--- src/hdl/mcs_pkg.sv ---
// Shared types, codes and reset values of the modem command sequencer.
`timescale 1ns / 1ps

package mcs_pkg;

  // Input action codes
  localparam logic [1:0] ACT_BYTE = 2'd0;
  localparam logic [1:0] ACT_TICK = 2'd1;
  localparam logic [1:0] ACT_POLL = 2'd2;

  // Classified item kinds carried through the command queue
  localparam logic [1:0] KIND_BYTE = 2'd0;
  localparam logic [1:0] KIND_TICK = 2'd1;
  localparam logic [1:0] KIND_POLL = 2'd2;

  // Sequence steps
  localparam logic [2:0] STEP_RESET   = 3'd0;
  localparam logic [2:0] STEP_JOIN    = 3'd1;
  localparam logic [2:0] STEP_ADDR    = 3'd2;
  localparam logic [2:0] STEP_CONNECT = 3'd3;
  localparam logic [2:0] STEP_SEND0   = 3'd4;
  localparam logic [2:0] STEP_SEND2   = 3'd6;
  localparam logic [2:0] STEP_SEND3   = 3'd7;

  // Reply check kinds
  localparam logic [1:0] EXP_ANY    = 2'd0;
  localparam logic [1:0] EXP_OK     = 2'd1;
  localparam logic [1:0] EXP_PROMPT = 2'd2;

  // Configuration register indexes
  localparam logic [2:0] REG_SHORT_WAIT  = 3'd0;
  localparam logic [2:0] REG_LONG_WAIT   = 3'd1;
  localparam logic [2:0] REG_OK_WORD     = 3'd2;
  localparam logic [2:0] REG_PROMPT_WORD = 3'd3;
  localparam logic [2:0] REG_RETRY_LIM   = 3'd4;
  localparam logic [2:0] REG_TOTAL_LIM   = 3'd5;

  // Configuration reset values
  localparam logic [21:0] RST_SHORT_WAIT  = 22'd300000;
  localparam logic [21:0] RST_LONG_WAIT   = 22'd500000;
  localparam logic [31:0] RST_OK_WORD     = 32'h4F4B0D0A;
  localparam logic [47:0] RST_PROMPT_WORD = 48'h4F4B0D0A3E20;
  localparam logic [3:0]  RST_RETRY_LIM   = 4'd5;
  localparam logic [7:0]  RST_TOTAL_LIM   = 8'd10;

  localparam logic [22:0] ELAPSED_MAX = 23'h7FFFFF;

  // Default sizes
  localparam int HISTORY_BYTES_DEF = 6;
  localparam int QUEUE_DEPTH_DEF   = 4;

  // Item handed from front to back
  typedef struct packed {
    logic [1:0]  kind;
    logic [15:0] data;
  } cmd_t;

  // Result item
  typedef struct packed {
    logic [2:0]         command_id;
    logic signed [15:0] payload_value;
  } res_t;

endpackage

--- src/hdl/modem_command_sequencer.sv ---
// Top level of the modem command sequencer: front, command queue, back and result queue.
`timescale 1ns / 1ps

// Takes one item per clock while in_full is low: a received byte, a timer
// tick or a poll. Each transfer is decoded by the front, and each known one
// lands in a QUEUE_DEPTH-entry command queue; the back retires one queued
// item per cycle while the result queue is not full, in a single step of its
// sequencer logic, and pushes any command it issues into a QUEUE_DEPTH-entry
// result queue. A command issued for an item is registered in the command
// queue and then in the result queue before it is on the out_ ports. The
// sustained rate is one item per cycle while the result queue has room; input
// stalls only when the result queue stays full long enough to back up the command queue.
module modem_command_sequencer
  import mcs_pkg::*;
#(
  parameter int HISTORY_BYTES = HISTORY_BYTES_DEF,
  parameter int QUEUE_DEPTH   = QUEUE_DEPTH_DEF
) (
  input  logic        clk,
  input  logic        rst_n,
  input  logic        in_push,
  output logic        in_full,
  input  logic [1:0]  in_action,
  input  logic [7:0]  in_rx_byte,
  input  logic signed [15:0] in_sample_value,
  output logic        out_empty,
  input  logic        out_pop,
  output logic [2:0]  out_command_id,
  output logic signed [15:0] out_payload_value,
  input  logic        cfg_we,
  input  logic [2:0]  cfg_index,
  input  logic [47:0] cfg_wdata
);

  cmd_t q_item, cmd_item;
  res_t res_item, out_item;
  logic q_push, q_full, cmd_empty, cmd_pop;
  logic res_push, res_full;

  mcs_front u_front (
    .in_push         (in_push),
    .in_action       (in_action),
    .in_rx_byte      (in_rx_byte),
    .in_sample_value (in_sample_value),
    .in_full         (in_full),
    .q_full          (q_full),
    .q_push          (q_push),
    .q_item          (q_item)
  );

  mcs_fifo #(
    .WIDTH ($bits(cmd_t)),
    .DEPTH (QUEUE_DEPTH)
  ) u_cmd_q (
    .clk       (clk),
    .rst_n     (rst_n),
    .push      (q_push),
    .push_data (q_item),
    .full      (q_full),
    .pop       (cmd_pop),
    .pop_data  (cmd_item),
    .empty     (cmd_empty)
  );

  mcs_back #(
    .HISTORY_BYTES (HISTORY_BYTES)
  ) u_back (
    .clk       (clk),
    .rst_n     (rst_n),
    .cfg_we    (cfg_we),
    .cfg_index (cfg_index),
    .cfg_wdata (cfg_wdata),
    .cmd_item  (cmd_item),
    .cmd_empty (cmd_empty),
    .cmd_pop   (cmd_pop),
    .res_full  (res_full),
    .res_push  (res_push),
    .res_item  (res_item)
  );

  mcs_fifo #(
    .WIDTH ($bits(res_t)),
    .DEPTH (QUEUE_DEPTH)
  ) u_res_q (
    .clk       (clk),
    .rst_n     (rst_n),
    .push      (res_push),
    .push_data (res_item),
    .full      (res_full),
    .pop       (out_pop),
    .pop_data  (out_item),
    .empty     (out_empty)
  );

  assign out_command_id    = out_item.command_id;
  assign out_payload_value = out_item.payload_value;

`ifndef SYNTHESIS
  // The back never issues into a full result queue
  a_res_no_overflow: assert property (@(posedge clk) disable iff (!rst_n)
    !(res_push && res_full))
    else $error("result pushed into full queue");

  // The back only retires an item that is present
  a_cmd_pop_valid: assert property (@(posedge clk) disable iff (!rst_n)
    cmd_pop |-> !cmd_empty)
    else $error("command popped from empty queue");

  // Only the two last send phases carry a value
  a_payload_zero: assert property (@(posedge clk) disable iff (!rst_n)
    (!out_empty && out_command_id < STEP_SEND2) |-> (out_payload_value == 16'sd0))
    else $error("payload on a command without value");
`endif

endmodule

--- src/hdl/mcs_fifo.sv ---
// Small register FIFO used for the command queue and the result queue.
`timescale 1ns / 1ps

module mcs_fifo #(
  parameter int WIDTH = 18,
  parameter int DEPTH = 4
) (
  input  logic             clk,
  input  logic             rst_n,
  input  logic             push,
  input  logic [WIDTH-1:0] push_data,
  output logic             full,
  input  logic             pop,
  output logic [WIDTH-1:0] pop_data,
  output logic             empty
);

  localparam int AW = (DEPTH > 1) ? $clog2(DEPTH) : 1;
  localparam int CW = $clog2(DEPTH + 1);

  logic [WIDTH-1:0] slot_r [DEPTH];
  logic [AW-1:0]    wr_ptr_r, wr_ptr_nxt;
  logic [AW-1:0]    rd_ptr_r, rd_ptr_nxt;
  logic [CW-1:0]    count_r, count_nxt;
  logic             do_push, do_pop;

  assign full     = (count_r == CW'(DEPTH));
  assign empty    = (count_r == '0);
  assign pop_data = slot_r[rd_ptr_r];
  assign do_push  = push && !full;
  assign do_pop   = pop && !empty;

  // Pointer and occupancy update
  always_comb begin
    wr_ptr_nxt = wr_ptr_r;
    rd_ptr_nxt = rd_ptr_r;
    count_nxt  = count_r;
    if (do_push) begin
      wr_ptr_nxt = (wr_ptr_r == AW'(DEPTH - 1)) ? '0 : wr_ptr_r + 1'b1;
    end
    if (do_pop) begin
      rd_ptr_nxt = (rd_ptr_r == AW'(DEPTH - 1)) ? '0 : rd_ptr_r + 1'b1;
    end
    if (do_push && !do_pop) begin
      count_nxt = count_r + 1'b1;
    end else if (do_pop && !do_push) begin
      count_nxt = count_r - 1'b1;
    end
  end

  always_ff @(posedge clk) begin
    if (!rst_n) begin
      wr_ptr_r <= '0;
      rd_ptr_r <= '0;
      count_r  <= '0;
    end else begin
      wr_ptr_r <= wr_ptr_nxt;
      rd_ptr_r <= rd_ptr_nxt;
      count_r  <= count_nxt;
    end
  end

  // Storage, no reset
  always_ff @(posedge clk) begin
    if (do_push) begin
      slot_r[wr_ptr_r] <= push_data;
    end
  end

endmodule

--- src/hdl/mcs_front.sv ---
// Input front: decodes the action of each transfer and queues the work for the back.
`timescale 1ns / 1ps

module mcs_front
  import mcs_pkg::*;
(
  input  logic        in_push,
  input  logic [1:0]  in_action,
  input  logic [7:0]  in_rx_byte,
  input  logic signed [15:0] in_sample_value,
  output logic        in_full,
  input  logic        q_full,
  output logic        q_push,
  output cmd_t        q_item
);

  logic known;

  assign in_full = q_full;

  // Classify: bytes carry the received byte, polls carry the sample,
  // ticks carry nothing; an unused action is taken and dropped here.
  always_comb begin
    known       = 1'b1;
    q_item.kind = KIND_TICK;
    q_item.data = '0;
    case (in_action)
      ACT_BYTE: begin
        q_item.kind = KIND_BYTE;
        q_item.data = {8'h00, in_rx_byte};
      end
      ACT_TICK: begin
        q_item.kind = KIND_TICK;
      end
      ACT_POLL: begin
        q_item.kind = KIND_POLL;
        q_item.data = in_sample_value;
      end
      default: begin
        known = 1'b0;
      end
    endcase
  end

  assign q_push = in_push && !q_full && known;

endmodule

--- src/hdl/mcs_back.sv ---
// Sequencer back end: reply history, wait timer, step logic and configuration registers.
`timescale 1ns / 1ps

module mcs_back
  import mcs_pkg::*;
#(
  parameter int HISTORY_BYTES = HISTORY_BYTES_DEF
) (
  input  logic        clk,
  input  logic        rst_n,
  input  logic        cfg_we,
  input  logic [2:0]  cfg_index,
  input  logic [47:0] cfg_wdata,
  input  cmd_t        cmd_item,
  input  logic        cmd_empty,
  output logic        cmd_pop,
  input  logic        res_full,
  output logic        res_push,
  output res_t        res_item
);

  // Configuration
  logic [21:0] short_wait_r, long_wait_r;
  logic [31:0] ok_word_r;
  logic [47:0] prompt_word_r;
  logic [3:0]  retry_lim_r;
  logic [7:0]  total_lim_r;

  // Sequencer state
  logic [2:0]  step_r, step_nxt;
  logic        await_r, await_nxt;
  logic [7:0]  hist_r [HISTORY_BYTES];
  logic [7:0]  hist_nxt [HISTORY_BYTES];
  logic [22:0] elapsed_r, elapsed_nxt;
  logic [21:0] wlim_r, wlim_nxt;
  logic [1:0]  exp_r, exp_nxt;
  logic [3:0]  retry_r, retry_nxt;
  logic [7:0]  toterr_r, toterr_nxt;
  logic signed [15:0] held_r, held_nxt;

  logic [7:0]  hist_ext [6];
  logic        match;
  logic        wait_over;
  logic        do_issue;
  logic [2:0]  iss_step;
  logic [4:0]  retry_inc;
  logic [7:0]  toterr_inc;

  // Bytes beyond the history depth read as zero
  for (genvar g = 0; g < 6; g++) begin : g_ext
    if (g < HISTORY_BYTES) begin : g_have
      assign hist_ext[g] = hist_r[g];
    end else begin : g_zero
      assign hist_ext[g] = 8'h00;
    end
  end

  // Reply check against the expected suffix, newest byte in the low slot
  always_comb begin
    case (exp_r)
      EXP_OK: begin
        match = ({hist_ext[3], hist_ext[2], hist_ext[1], hist_ext[0]} == ok_word_r);
      end
      EXP_PROMPT: begin
        match = ({hist_ext[5], hist_ext[4], hist_ext[3], hist_ext[2],
                  hist_ext[1], hist_ext[0]} == prompt_word_r);
      end
      default: begin
        match = 1'b1;
      end
    endcase
  end

  assign wait_over  = (elapsed_r >= {1'b0, wlim_r});
  assign cmd_pop    = !cmd_empty && !res_full;
  assign retry_inc  = {1'b0, retry_r} + 5'd1;
  assign toterr_inc = (toterr_r == 8'hFF) ? toterr_r : toterr_r + 8'd1;

  // Step logic for the item at the head of the queue
  always_comb begin
    step_nxt    = step_r;
    await_nxt   = await_r;
    hist_nxt    = hist_r;
    elapsed_nxt = elapsed_r;
    wlim_nxt    = wlim_r;
    exp_nxt     = exp_r;
    retry_nxt   = retry_r;
    toterr_nxt  = toterr_r;
    held_nxt    = held_r;
    do_issue    = 1'b0;
    iss_step    = step_r;
    res_item    = '0;

    if (cmd_pop) begin
      case (cmd_item.kind)
        KIND_BYTE: begin
          for (int i = HISTORY_BYTES - 1; i > 0; i--) begin
            hist_nxt[i] = hist_r[i-1];
          end
          hist_nxt[0] = cmd_item.data[7:0];
        end
        KIND_TICK: begin
          if (elapsed_r != ELAPSED_MAX) begin
            elapsed_nxt = elapsed_r + 23'd1;
          end
        end
        KIND_POLL: begin
          if (wait_over) begin
            if (!await_r) begin
              do_issue = 1'b1;
            end else begin
              hist_nxt  = '{default: 8'h00};
              await_nxt = 1'b0;
              if (match) begin
                if (step_r == STEP_SEND3) begin
                  step_nxt = STEP_SEND0;
                end else begin
                  do_issue = 1'b1;
                  iss_step = step_r + 3'd1;
                end
              end else if (step_r == STEP_SEND3) begin
                step_nxt = STEP_CONNECT;
              end else if (step_r != STEP_RESET) begin
                // Counted failure: fall back on either limit, else retry
                toterr_nxt = toterr_inc;
                if (toterr_inc > total_lim_r) begin
                  retry_nxt = retry_inc[4] ? 4'hF : retry_inc[3:0];
                  step_nxt  = (step_r <= STEP_CONNECT) ? STEP_RESET : STEP_CONNECT;
                end else if (retry_inc > {1'b0, retry_lim_r}) begin
                  retry_nxt = '0;
                  step_nxt  = (step_r <= STEP_CONNECT) ? STEP_RESET : STEP_CONNECT;
                end else begin
                  retry_nxt = retry_inc[3:0];
                  do_issue  = 1'b1;
                end
              end
            end
          end
        end
        default: begin
        end
      endcase

      // Command issue: latch the value, set reply check and wait
      if (do_issue) begin
        if (iss_step == STEP_SEND2) begin
          held_nxt = cmd_item.data;
        end
        res_item.command_id    = iss_step;
        res_item.payload_value = (iss_step >= STEP_SEND2) ? held_nxt : 16'sd0;
        if (iss_step == STEP_RESET) begin
          exp_nxt = EXP_ANY;
        end else if (iss_step == STEP_SEND0 || iss_step == STEP_SEND2) begin
          exp_nxt = EXP_PROMPT;
        end else begin
          exp_nxt = EXP_OK;
        end
        wlim_nxt    = (iss_step == STEP_JOIN || iss_step == STEP_ADDR) ?
                      long_wait_r : short_wait_r;
        elapsed_nxt = '0;
        await_nxt   = 1'b1;
        step_nxt    = iss_step;
      end
    end
  end

  assign res_push = do_issue;

  always_ff @(posedge clk) begin
    if (!rst_n) begin
      step_r   <= STEP_RESET;
      await_r  <= 1'b0;
      hist_r   <= '{default: 8'h00};
      elapsed_r <= '0;
      wlim_r   <= '0;
      exp_r    <= EXP_ANY;
      retry_r  <= '0;
      toterr_r <= '0;
      held_r   <= '0;
    end else begin
      step_r   <= step_nxt;
      await_r  <= await_nxt;
      hist_r   <= hist_nxt;
      elapsed_r <= elapsed_nxt;
      wlim_r   <= wlim_nxt;
      exp_r    <= exp_nxt;
      retry_r  <= retry_nxt;
      toterr_r <= toterr_nxt;
      held_r   <= held_nxt;
    end
  end

  // Configuration writes
  always_ff @(posedge clk) begin
    if (!rst_n) begin
      short_wait_r  <= RST_SHORT_WAIT;
      long_wait_r   <= RST_LONG_WAIT;
      ok_word_r     <= RST_OK_WORD;
      prompt_word_r <= RST_PROMPT_WORD;
      retry_lim_r   <= RST_RETRY_LIM;
      total_lim_r   <= RST_TOTAL_LIM;
    end else if (cfg_we) begin
      case (cfg_index)
        REG_SHORT_WAIT:  short_wait_r  <= cfg_wdata[21:0];
        REG_LONG_WAIT:   long_wait_r   <= cfg_wdata[21:0];
        REG_OK_WORD:     ok_word_r     <= cfg_wdata[31:0];
        REG_PROMPT_WORD: prompt_word_r <= cfg_wdata;
        REG_RETRY_LIM:   retry_lim_r   <= cfg_wdata[3:0];
        REG_TOTAL_LIM:   total_lim_r   <= cfg_wdata[7:0];
        default: begin
        end
      endcase
    end
  end

endmodule
--- config.mk ---
export PLATFORM = sky130hd
export DESIGN_NAME = modem_command_sequencer
export DESIGN_NICKNAME = d
export VERILOG_FILES = /design/src/hdl/mcs_pkg.sv /design/src/hdl/modem_command_sequencer.sv /design/src/hdl/mcs_fifo.sv /design/src/hdl/mcs_front.sv /design/src/hdl/mcs_back.sv
export SDC_FILE = /design/constraint.sdc
export NUM_CORES = 1
export LEC_CHECK = 0
export ABC_AREA = 1
export ABC_CLOCK_PERIOD_IN_PS = 4700
export BUFFER_PORTS_ARGS = -buffer_cell sky130_fd_sc_hd__buf_2
export CORE_MARGIN = 3
export CORE_UTILIZATION = 60
export CTS_BUF_LIST = sky130_fd_sc_hd__clkbuf_8
export DETAILED_ROUTE_END_ITERATION = 16
export GPL_ROUTABILITY_DRIVEN = 0
export PLACE_DENSITY = 0.85
export SYNTH_ARGS = -nofsm -noshare
export SYNTH_HDL_FRONTEND = slang
export SYNTH_SLANG_ARGS = --single-unit
--- constraint.sdc ---
create_clock -name clk -period 4.7 [get_ports clk]
set_clock_uncertainty 0.2 [all_clocks]
set_input_delay 0.47 -clock clk [delete_from_list [all_inputs] [get_ports clk]]
set_output_delay 0.47 -clock clk [all_outputs]
set_load 0.05 [all_outputs]
* Word-level counts from Yosys, hierarchy flattened
Memory sizes are Yosys's and may differ from the RTL's. A register that Yosys moved wholly into a read port is not among the register bits.
Cells that the tools add are included.
** Storage, ports and cells
- Word-level logic and storage cells :: 195
- Output and inout port bits :: 21
- Register bits :: 277
- Bits in writable memories :: 148
- Input bits :: 82
- Memories :: 2
** Memory list
- u_res_q.slot_r :: depth 4, bits a word 19, rd ports 1, clocked after Yosys merged registers in 1, wr ports 1, RTL line mcs_fifo.sv:21 : logic [WIDTH-1:0] slot_r [DEPTH];
- u_cmd_q.slot_r :: depth 4, bits a word 18, rd ports 1, clocked after Yosys merged registers in 1, wr ports 1, RTL line mcs_fifo.sv:21
** Operators by class
- Bitwise operators :: 2
- Magnitude comparators :: 5
- Mux-type cells :: 68
- Reduce and logical (&&, ||, !) cells :: 51
- Add/subtract/negate cells :: 12
- Equal/unequal tests :: 29
** Operators with widths (count)
- $mux W48 :: 2
- $pmux W48 S2 :: 1
- $mux W23 :: 3
- $mux W3 :: 20
- $eq A48 B48 Y1 :: 1
- $mux W19 :: 2
- $eq A32 B32 Y1 :: 1
- $mux W16 :: 2
- $pmux W16 S2 :: 1
- $add A23 B1 Y23 const B :: 1
- $ge A23 B22 Y1 :: 1
- $ne A23 B23 Y1 const B :: 1
- $mux W2 :: 11
- $mux W22 :: 1
- $eq A3 B3 Y1 const B :: 7
- $mux W1 :: 19
- $reduce_bool A2 Y1 :: 8
- $eq A2 B2 Y1 const B :: 7
- $reduce_and A2 Y1 :: 7
- $reduce_and A7 Y1 :: 2
- $logic_not A3 Y1 :: 4
- $mux W4 :: 3
- $logic_and A1 B1 Y1 :: 11
- $add A3 B1 Y3 const B :: 3
- other kinds (26) :: 48

* Longest topological paths before layout
Gate-level depths: netlist of run 1.
- Depth in word-level cells :: 17
- Mapped depth :: 33
- Gate-level depth less buffers :: 32

* By module
Synthesis of run 1 repeated with hierarchy kept, for this count alone.
** Unflattened totals
- Cell total of the unflattened synthesis :: 2508
- Area, all modules :: 20083.0 µm²
** By module, submodules not included
- mcs_back :: sequential area each 5265.0 µm², area each 13294.0 µm², cells each 1956, times used 1
- mcs_fifo at u_res_q :: sequential area each 2462.4 µm², area each 3354.5 µm², cells each 256, times used 1
- mcs_fifo at u_cmd_q :: sequential area each 2342.2 µm², area each 3210.6 µm², cells each 246, times used 1
- mcs_front :: sequential area each 0.0 µm², area each 224.0 µm², cells each 50, times used 1

* Worst setup path after synthesis of run 1
Ideal clock, no wire load.
- Path type :: reg-to-reg
- Start :: register u_back.toterr_r[0]
- End :: register u_res_q.count_r[2]
- Data arrival time :: 3.976 ns
- Required time :: 4.430 ns
- Setup slack :: 0.455 ns
- Path buffers :: 1
- Clock period less this slack :: 4.245 ns
- Setup time :: 0.070 ns
- Stages on the path, launching flop included :: 33
- Cell sequence :: dfxtp_1 > ha_1 > inv_1 > nor4_1 > inv_1 > nor2_1 > inv_1 > nor2_1 > inv_1 > o21ai_0 > ha_1 > inv_1 > nor2_1 > nor2_1 > o21ai_0 > nand2_1 > nand2_1 > o21ai_0 > nand2_1 > nor2_1 > o21ai_1 > nand2_1 > nand2_2 > inv_1 > buf_2 > ha_1 > inv_1 > fa_1 > nor2_1 > nor2_1 > nand2_1 > o21ai_0 > a21oi_1
** Between the ends
- Longest elaborated chain between the ends :: 16
- Elaborated cells between the ends (all ways) :: 19
- Classes of those cells :: add/sub (1); order compare (1); eq/ne (1); mux (11); reduce/logical (5)
** Ends and longest elaborated chain
- start: declaration :: RTL line mcs_back.sv:38 : logic [7:0] toterr_r, toterr_nxt;
- start signal: assignment :: RTL line mcs_back.sv:188 : toterr_r <= toterr_nxt;
- $add A8 B1 Y8 / $eq A8 B8 Y1 (equally long branches) :: RTL line mcs_back.sv:77 : assign toterr_inc = (toterr_r == 8'hFF) ? toterr_r : toterr_r + 8'd1;
- $mux W8 * :: RTL line mcs_back.sv:77
- net u_back.toterr_inc[1] :: RTL line mcs_back.sv:47 : logic [7:0] toterr_inc;
- $gt A8 B8 Y1 * :: RTL line mcs_back.sv:126 : if (toterr_inc > total_lim_r) begin
- $mux W1 * :: RTL line mcs_back.sv:126
- $mux W1 * :: RTL line mcs_back.sv:123 : end else if (step_r != STEP_RESET) begin
- $mux W1 * :: RTL line mcs_back.sv:121 : end else if (step_r == STEP_SEND3) begin
- $mux W1 * :: RTL line mcs_back.sv:114 : if (match) begin
- $mux W1 * :: RTL line mcs_back.sv:109 : if (!await_r) begin
- $mux W1 * :: RTL line mcs_back.sv:108 : if (wait_over) begin
- $mux W1 * :: RTL line mcs_back.sv:95 : case (cmd_item.kind)
- $mux W1 * (2 in series) :: RTL line mcs_back.sv:94 : if (cmd_pop) begin
- $logic_and A1 B1 Y1 * :: RTL line mcs_fifo.sv:30 : assign do_push = push && !full;
- net u_res_q.do_push :: RTL line mcs_fifo.sv:25 : logic do_push, do_pop;
- $logic_not A1 Y1 :: RTL line mcs_fifo.sv:46 : end else if (do_pop && !do_push) begin
- $logic_and A1 B1 Y1 :: RTL line mcs_fifo.sv:46
- $reduce_bool A2 Y1 (no line)
- end signal: assignment :: RTL line mcs_fifo.sv:59 : count_r <= count_nxt;
- end: declaration :: RTL line mcs_fifo.sv:24 : logic [CW-1:0] count_r, count_nxt;
The timed path passes the listed nets; every way through them passes the cells marked *. The select of a mux whose other input is x is not followed.
A chain may end at the register's enable or synchronous reset.

* Worst setup path after layout of run 1
- Start :: register u_back.toterr_r[0]
- End :: register u_res_q.count_r[2]
** Between the ends
- Longest elaborated chain between the ends :: 16
- Elaborated cells between the ends (all ways) :: 19
- Classes of those cells :: add/sub (1); order compare (1); eq/ne (1); mux (11); reduce/logical (5)
** Ends and longest elaborated chain (RTL line)
- $add A8 B1 Y8 / $eq A8 B8 Y1 (equally long branches) :: mcs_back.sv:77
- $mux W8 * :: mcs_back.sv:77
- net u_back.toterr_inc[1] :: mcs_back.sv:47
- $gt A8 B8 Y1 * :: mcs_back.sv:126
- $mux W1 * :: mcs_back.sv:126
- $mux W1 * :: mcs_back.sv:123
- $mux W1 * :: mcs_back.sv:121
- $mux W1 * :: mcs_back.sv:114
- $mux W1 * :: mcs_back.sv:109
- $mux W1 * :: mcs_back.sv:108
- $mux W1 * :: mcs_back.sv:95
- $mux W1 * (2 in series) :: mcs_back.sv:94
- $logic_and A1 B1 Y1 * :: mcs_fifo.sv:30
- $logic_not A1 Y1 :: mcs_fifo.sv:46
- $logic_and A1 B1 Y1 :: mcs_fifo.sv:46
- $reduce_bool A2 Y1 (no line)
Marks and branches as above.

==> results of run 1 <==
final cells by class:
| type | count | area share [%] |
|---|---|---|
| inverter | 308 | 5.25 |
| tap | 435 | 2.47 |
| clock inverter | 38 | 1.13 |
| sequential | 429 | 45.6 |
| antenna | 1 | 0.0113 |
| timing repair buffer | 166 | 4.93 |
| clock buffer | 72 | 4.49 |
| multi-input combinational | 1576 | 36.1 |
cell families (layout without fill, tap and decap cells):
logic type                 Yosys count  after routing  share of synthesized area [%]
buffers and inverters              418            584                           8.26
other                                0              1                              0
DFF                                429            429                           51.4
and+or+nand+nor                    973            973                           20.5
AOI/OAI and AO/OA                  517            517                           14.9
xor gates and xnor gates            31             31                           1.38
adders and majority gates           55             55                           3.59
critical path, delay by kind of cell, from the launching register on:
family,cells,cell delay (ns)
buf+inv,7,0.54
simple gates,14,1.35
flops,1,0.40
fa+ha+maj,4,0.97
compound gates,6,0.69
how the worst max path moves through the flow:
| stage | start | endpoint | depth (start not counted) | slack (ns) |
|---|---|---|---|---|
| floorplan | u_back.toterr_r[0]$_SDFFE_PN0P_ | u_res_q.count_r[2]$_SDFFE_PN0P_ | 32 | 0.45 |
| global placement | u_back.toterr_r[0]$_SDFFE_PN0P_ | u_res_q.count_r[2]$_SDFFE_PN0P_ | 29 | 0.31 |
| detailed placement | u_back.toterr_r[0]$_SDFFE_PN0P_ | u_res_q.count_r[2]$_SDFFE_PN0P_ | 29 | 0.17 |
| CTS | u_back.toterr_r[0]$_SDFFE_PN0P_ | u_res_q.count_r[2]$_SDFFE_PN0P_ | 31 | 0.11 |
| global route | u_back.toterr_r[0]$_SDFFE_PN0P_ | u_res_q.count_r[2]$_SDFFE_PN0P_ | 31 | 0.01 |
| finish | u_back.toterr_r[0]$_SDFFE_PN0P_ | u_res_q.count_r[2]$_SDFFE_PN0P_ | 31 | 0.46 |
per-stage QoR:
stage          setup WS, ns  utilization (%)  total power [uW]
5_1_grt              0.0108             69.2             11500
4_1_cts               0.112             69.1             10900
2_1_floorplan         0.455                -              6960
6_report              0.461             69.2             10900
3_5_place_dp          0.173             64.1              7890
3_3_place_gp          0.312             64.1              7780
routing by layer:
layer	vias to the layer above	global-route usage (%)
met4	0	13.1
met1	7851	35.7
met3	165	5.09
li1	8241	-
met5	-	0
met2	788	46.5
registers in the layout, indices dropped and copies added, names as in the netlist, 3 cells and up, named ones only:
signal,flops
u_back.total_lim_r,8
u_back.retry_r,4
u_back.long_wait_r,22
u_back.wlim_r,22
u_back.toterr_r,8
u_cmd_q.slot_r,72
u_back.elapsed_r,23
u_back.retry_lim_r,4
u_cmd_q.count_r,3
u_back.ok_word_r,32
u_back.short_wait_r,22
u_back.held_r,16
u_res_q.slot_r,76
u_back.prompt_word_r,48
u_back.step_r,3
u_res_q.count_r,3
u_back.hist_ext,48
power by group:
part           internal [uW]  leakage [uW]  switching (uW)
sequential              4200       0.00354             244
combinational            952       0.00486            2520
clock                   1570      0.000707            1420
total                   6730       0.00911            4190
what timing repair did:
| item | 4_1_cts | 5_1_grt |
|---|---|---|
| hold buffers | 38 | 0 |
| resized for setup | 0 | 7 |
| endpoints found under the setup margin | 0 | 214 |
| hold endpoints to repair | 59 | 0 |
layout by cell type, fill, tap and decap left out, drive strengths merged, types with 2 or more instances in the layout:
| cell type | n |
|---|---|
| nand2 | 547 |
| inv | 327 |
| dfxtp | 281 |
| nor2 | 245 |
| o21ai | 208 |
| a21oi | 173 |
| edfxtp | 148 |
| buf | 128 |
| nand3 | 124 |
| clkbuf | 72 |
| ha | 53 |
| a211oi | 48 |
| o211ai | 41 |
| dlygate4sd3 | 38 |
| o22ai | 34 |
| nor3 | 22 |
| nand4 | 19 |
| xnor2 | 17 |
| xor2 | 14 |
| clkinv | 11 |
| a32o | 5 |
| and3 | 5 |
| clkinvlp | 5 |
| or2 | 4 |
| nor4 | 3 |
| nand3b | 3 |
| bufinv | 3 |
| o211a | 2 |
| fa | 2 |
==> results.ini, run 1 <==
[logic_synthesis]
ys_seq_area_share_pct = 51.4
yosys_warnings = 0
synthesis.nets = 2560
yosysMostFrequentCell = nand2_1
netlist_top_cells_count = nand2_1 (541), dfxtp_1 (281), inv_1 (277)
synthArstFlopShare_pct = 0
ys_seq_elements = 429
synth_top_area_share_pct = 28.7
syn_inst = 2423
synth_ff_type = dfxtp_1
syn_avg_cell_area_sq_um = 8.09
synth_enable_flop_cells = 148
synth_area_sq_mm = 0.0196
yosysUniqueCellTypes = 47
synthTopCellsByArea = dfxtp_1 (29%), edfxtp_1 (23%), nand2_1 (10%), inv_1 (5.3%), o21ai_0 (5.0%)
synth_top_cell_by_area = dfxtp_1

[drt]
num_vias = 17045
wl_met1_mm = 20.2
routed.top_layer = met4
viasPerCell = 5.63
ant_nets = 0
route.detailed.drc = 0
met3WireLength_mm = 4.15
totalWireLength_mm = 49.5
drt_iter0_drc = 1836
wire_per_inst_um = 16.4
wl_met2_mm = 23.1
first_pass_iters = 6

[job]
drv_cap = 0

[cells_and_area]
regArea_sq_mm = 0.0101
syn_to_final_growth_pct = 12.5
final_nets = 2687
drive_gt1_share_pct = 10.5
multiInputGateArea_sq_mm = 0.00796
fin_area_sq_mm = 0.0221
fin_cells = 3025
n_fill_cell = 2426

[global_routing]
grt_pass1_vias = 16567
track_usage_pct = 28.0
grt_pass1_wl_mm = 81.2
grt_antenna_before_repair = 0
grt_start_max_net_pins = 97
overflow = 0

[worst_setup_path]
reg2reg_from = u_back.toterr_r[0]$_SDFFE_PN0P_
crit_path_frequent_cell = inv_1
reg2regPathDepth = 31
rr_endpoint = u_res_q.count_r[2]$_SDFFE_PN0P_
crit_path_start_kind = flip-flop
critPathCaptureType = flip-flop
arrival_ns = 4.55
cp_max_fo = 6
crit_path_max_incr_delay_ns = 0.40
crit_type = reg2reg
regToRegSetupSlack_ns = 0.46
required_ns = 5.01
slowest_stage = dfxtp_1

[sta]
hold-worst-slack_ns = 0.0337
period_share_pct = 90.2
setup_violations = 0
fmax_ghz = 0.236
final-hold-violation-count = 0
slew_headroom_pct = 24.3
drv_slew = 0
period_needed_ns = 4.24
rsz0062_at_grt = no
tns_ns = 0
tightest_slew_ns = 1.13

[clock_network]
htree_levels = 3
cts_sinks = 429
clk_latency_ns = 0.59
clk_pin_slew_worst_paths_ns = 0.06
cts_setup_buffers = 0
cts_buffer_depth = 3
cts_buffers = 69
clockRootBuffer = clkbuf_8
cts_tree = done

[hold_path]
hold_start = cfg_wdata[45]
worstHoldPathCells = 3
hold_path.class = in2reg
hold_end = u_back.prompt_word_r[45]$_SDFFE_PN0P_

[floorplan]
initial_utilization_pct = 61.5
num_rows = 65
die_area_sq_mm = 0.0349
pin_count = 103
core_area_sq_mm = 0.0319
die_w_um = 187
die_h_um = 187

[placement]
dp.cells = 2876
hpwl_mm = 32.2
placed_area_sq_mm = 0.0204
port-buffer-count = 102

[power]
p_per_area_mw_per_mm2 = 495
leakage_uw = 0.00911
vdd_drop_max_mv = 0.341

[run_status]
status = finished clean

(Power assumes the default switching activity.)
==> inputs of run 2 (changes only) <==
ABC_AREA = not set   (was 1)
==> results.ini, run 2 <==
[worst_setup_path]
crit_path_frequent_cell = ha_1
reg2reg_from = u_back.toterr_r[0]$_SDFFE_PN0P_
critPathCaptureType = flip-flop
reg2regPathDepth = 21
crit_path_max_incr_delay_ns = 0.40
slowest_stage = fa_1
cp_max_fo = 6
crit_path_start_kind = flip-flop
crit_type = reg2reg
regToRegSetupSlack_ns = 0.27
rr_endpoint = u_res_q.count_r[2]$_SDFFE_PN0P_
cp-startpoint = u_back.toterr_r[0]$_SDFFE_PN0P_
required_ns = 4.99
cp_cell_sequence = ha_1 > nand2_1 > nor2_2 > a31oi_2 > nand3_1 > xnor2_1 > ha_1 > a21o_1 > a21o_1 > a21oi_1 > a32o_2 > a2111oi_2 > o21ai_2 > nand2_2 > inv_2 > ha_1 > inv_1 > fa_1 > xor2_1 > or3_1 > a21oi_1
arrival_ns = 4.72

[power]
vdd_drop_max_mv = 0.312
p_clk_share_pct = 30.0
intPower_uw = 6730
sw_frac_of_total_pct = 35.0
pwr-share-seq_pct = 42.2
p_comb_share_pct = 27.7
p_switching_uw = 3620
p_per_area_mw_per_mm2 = 477
leakage_uw = 0.00818

[drt]
num_vias = 14953
viasPerCell = 5.99
wl_met2_mm = 22.8
ant_nets = 0
route.detailed.drc = 0
wire_per_inst_um = 18.7
routed.top_layer = met4
drt_iter0_drc = 1336
first_pass_iters = 6
totalWireLength_mm = 46.6
wl_met1_mm = 18.9
met3WireLength_mm = 3.17

[logic_synthesis]
synthTopCellsByArea = dfxtp_1 (29%), edfxtp_1 (23%), nand2_1 (7.6%), mux4_2 (4.4%), xor2_1 (4.0%)
synth_top_cell_by_area = dfxtp_1
ys_seq_elements = 429
syn_avg_cell_area_sq_um = 9.96
ys_seq_area_share_pct = 52.6
netlist_top_cells_count = nand2_1 (390), dfxtp_1 (281), a21oi_1 (148), edfxtp_1 (148), nand3_1 (107)
synth_top_area_share_pct = 29.4
yosys_warnings = 0
synth_area_sq_mm = 0.0191
synthArstFlopShare_pct = 0
syn_inst = 1921
synth_ff_type = dfxtp_1
synth_enable_flop_cells = 148
yosysMostFrequentCell = nand2_1
synthesis.nets = 2058
yosysUniqueCellTypes = 68

[floorplan]
die_h_um = 185
pin_count = 103
die_area_sq_mm = 0.0341
initial_utilization_pct = 61.8
die_w_um = 185
num_rows = 64
core_area_sq_mm = 0.0310

[global_routing]
track_usage_pct = 27.2
overflow = 0
grt_pass1_vias = 14648
grt_pass1_wl_mm = 74.8
grt_antenna_before_repair = 0
grt_start_max_net_pins = 116

[cells_and_area]
fin_cells = 2497
largest_reg_flops = 76
final_nets = 2186
layout_commonest_cell = nand2_1
syn_to_final_growth_pct = 13.3
largest_registers = u_res_q.slot_r: 76 flops, u_cmd_q.slot_r: 72 flops
mostFrequentLayoutCells = nand2_1 (390), dfxtp_1 (281), edfxtp_1 (148)
antenna_cells = 0
drive_gt1_share_pct = 14.3
top_register = u_res_q.slot_r
fin_util_pct = 70.0

[placement]
port-buffer-count = 102
hpwl_mm = 29.0
dp.cells = 2331

[sta]
tns_ns = 0
tightest_slew_ns = 1.27
drv_slew = 0
final-hold-violation-count = 0
fmax_ghz = 0.226
slew_headroom_pct = 15.5
period_needed_ns = 4.43
setup_violations = 0
hold-worst-slack_ns = 0.0343
period_share_pct = 94.3

[run_status]
status = finished clean

[clock_network]
cts_tree = done
cts_buffer_depth = 3
clk_latency_ns = 0.59
clockRootBuffer = clkbuf_8
htree_levels = 3
clk_pin_slew_worst_paths_ns = 0.06
cts_buffers = 69
cts_sinks = 429

[hold_path]
worstHoldPathCells = 3
hold_path.class = in2reg
hold_start = cfg_wdata[0]
hold_end = u_back.short_wait_r[0]$_SDFFE_PN0P_

[job]
drv_cap = 0

[run 2: cell count changes after synthesis, sizes merged, moves of 33 or more]
cell	previous run	this run
o21ai	208	101
nand2	547	391
and2	0	60
mux2i	0	40
o211ai	41	4
inv	302	50
nor2	245	77
a211oi	48	2
mux4	0	37
xor2	14	88
o22ai	34	1
[run 2: how the worst max path moves through the flow]
| stage | cells past startpoint | to | slack (ns) |
|---|---|---|---|
| final | 21 | u_res_q.count_r[2]$_SDFFE_PN0P_ | 0.27 |
| after global routing | 21 | u_res_q.count_r[2]$_SDFFE_PN0P_ | -0.006 |
| after CTS | 21 | u_res_q.count_r[2]$_SDFFE_PN0P_ | 0.15 |
| after detailed placement | 19 | u_res_q.count_r[1]$_SDFFE_PN0P_ | 0.24 |
| after global placement | 21 | u_res_q.count_r[2]$_SDFFE_PN0P_ | 0.39 |
| after floorplan | 23 | u_res_q.count_r[2]$_SDFFE_PN0P_ | 0.05 |
[run 2: what timing repair did]
action                     CTS  global route
buffers inserted             0             0
setup endpoints to repair    0             3
hold buffers                43             0
hold endpoints to repair    92             0
gates resized for setup      0             7
[run 2: area by class of cell]
| class | count | area [sq um] |
|---|---|---|
| clock inverters | 40 | 208 |
| clock buffers | 83 | 1140 |
| inverters | 51 | 194 |
| fillers | 2078 | 9300 |
| repair buffers | 172 | 1160 |
| multi-input cells | 1326 | 8430 |
| flip-flops and latches | 429 | 10100 |
| well taps | 396 | 495 |
[run 2: metal layers]
metal	up-vias	GRT usage, %
met3	141	4.85
li1	6979	-
met5	-	0
met4	0	11.7
met2	600	45.4
met1	7233	35.0
[run 2: power groups by stage]
stage	Combinational, uW	Sequential (uW)	Clock [uW]
final	2870	4370	3110
after global routing	3100	4400	3310
after CTS	2830	4370	3130
after detailed placement	2760	4440	0
after global placement	2680	4420	0
after floorplan	2180	4350	0
[run 2: cell families after synthesis]
group	share of synthesized area, %
xor+xnor	4.48
compound gates	10.9
flops	52.6
simple gates	18.2
mux	6.56
fa+ha+maj	3.67
buf+inv	3.62
[run 2: worst max-delay path: cells and delay by family (launching register included)]
kind            cells  cell delay, ns
xor+xnor            2            0.34
compound gates      8            1.38
simple gates        5            0.72
buf+inv             2            0.19
fa+ha+maj           4            1.15
flops               1            0.35
[run 2: per-stage QoR]
stage,total power [uW],setup slack [ns],cell area [sq um]
6_report,10400,0.266,21700
5_1_grt,10800,-0.00626,21700
4_1_cts,10300,0.154,21700
3_5_place_dp,7200,0.236,19900
3_3_place_gp,7110,0.389,19900
2_1_floorplan,6520,0.0545,19100
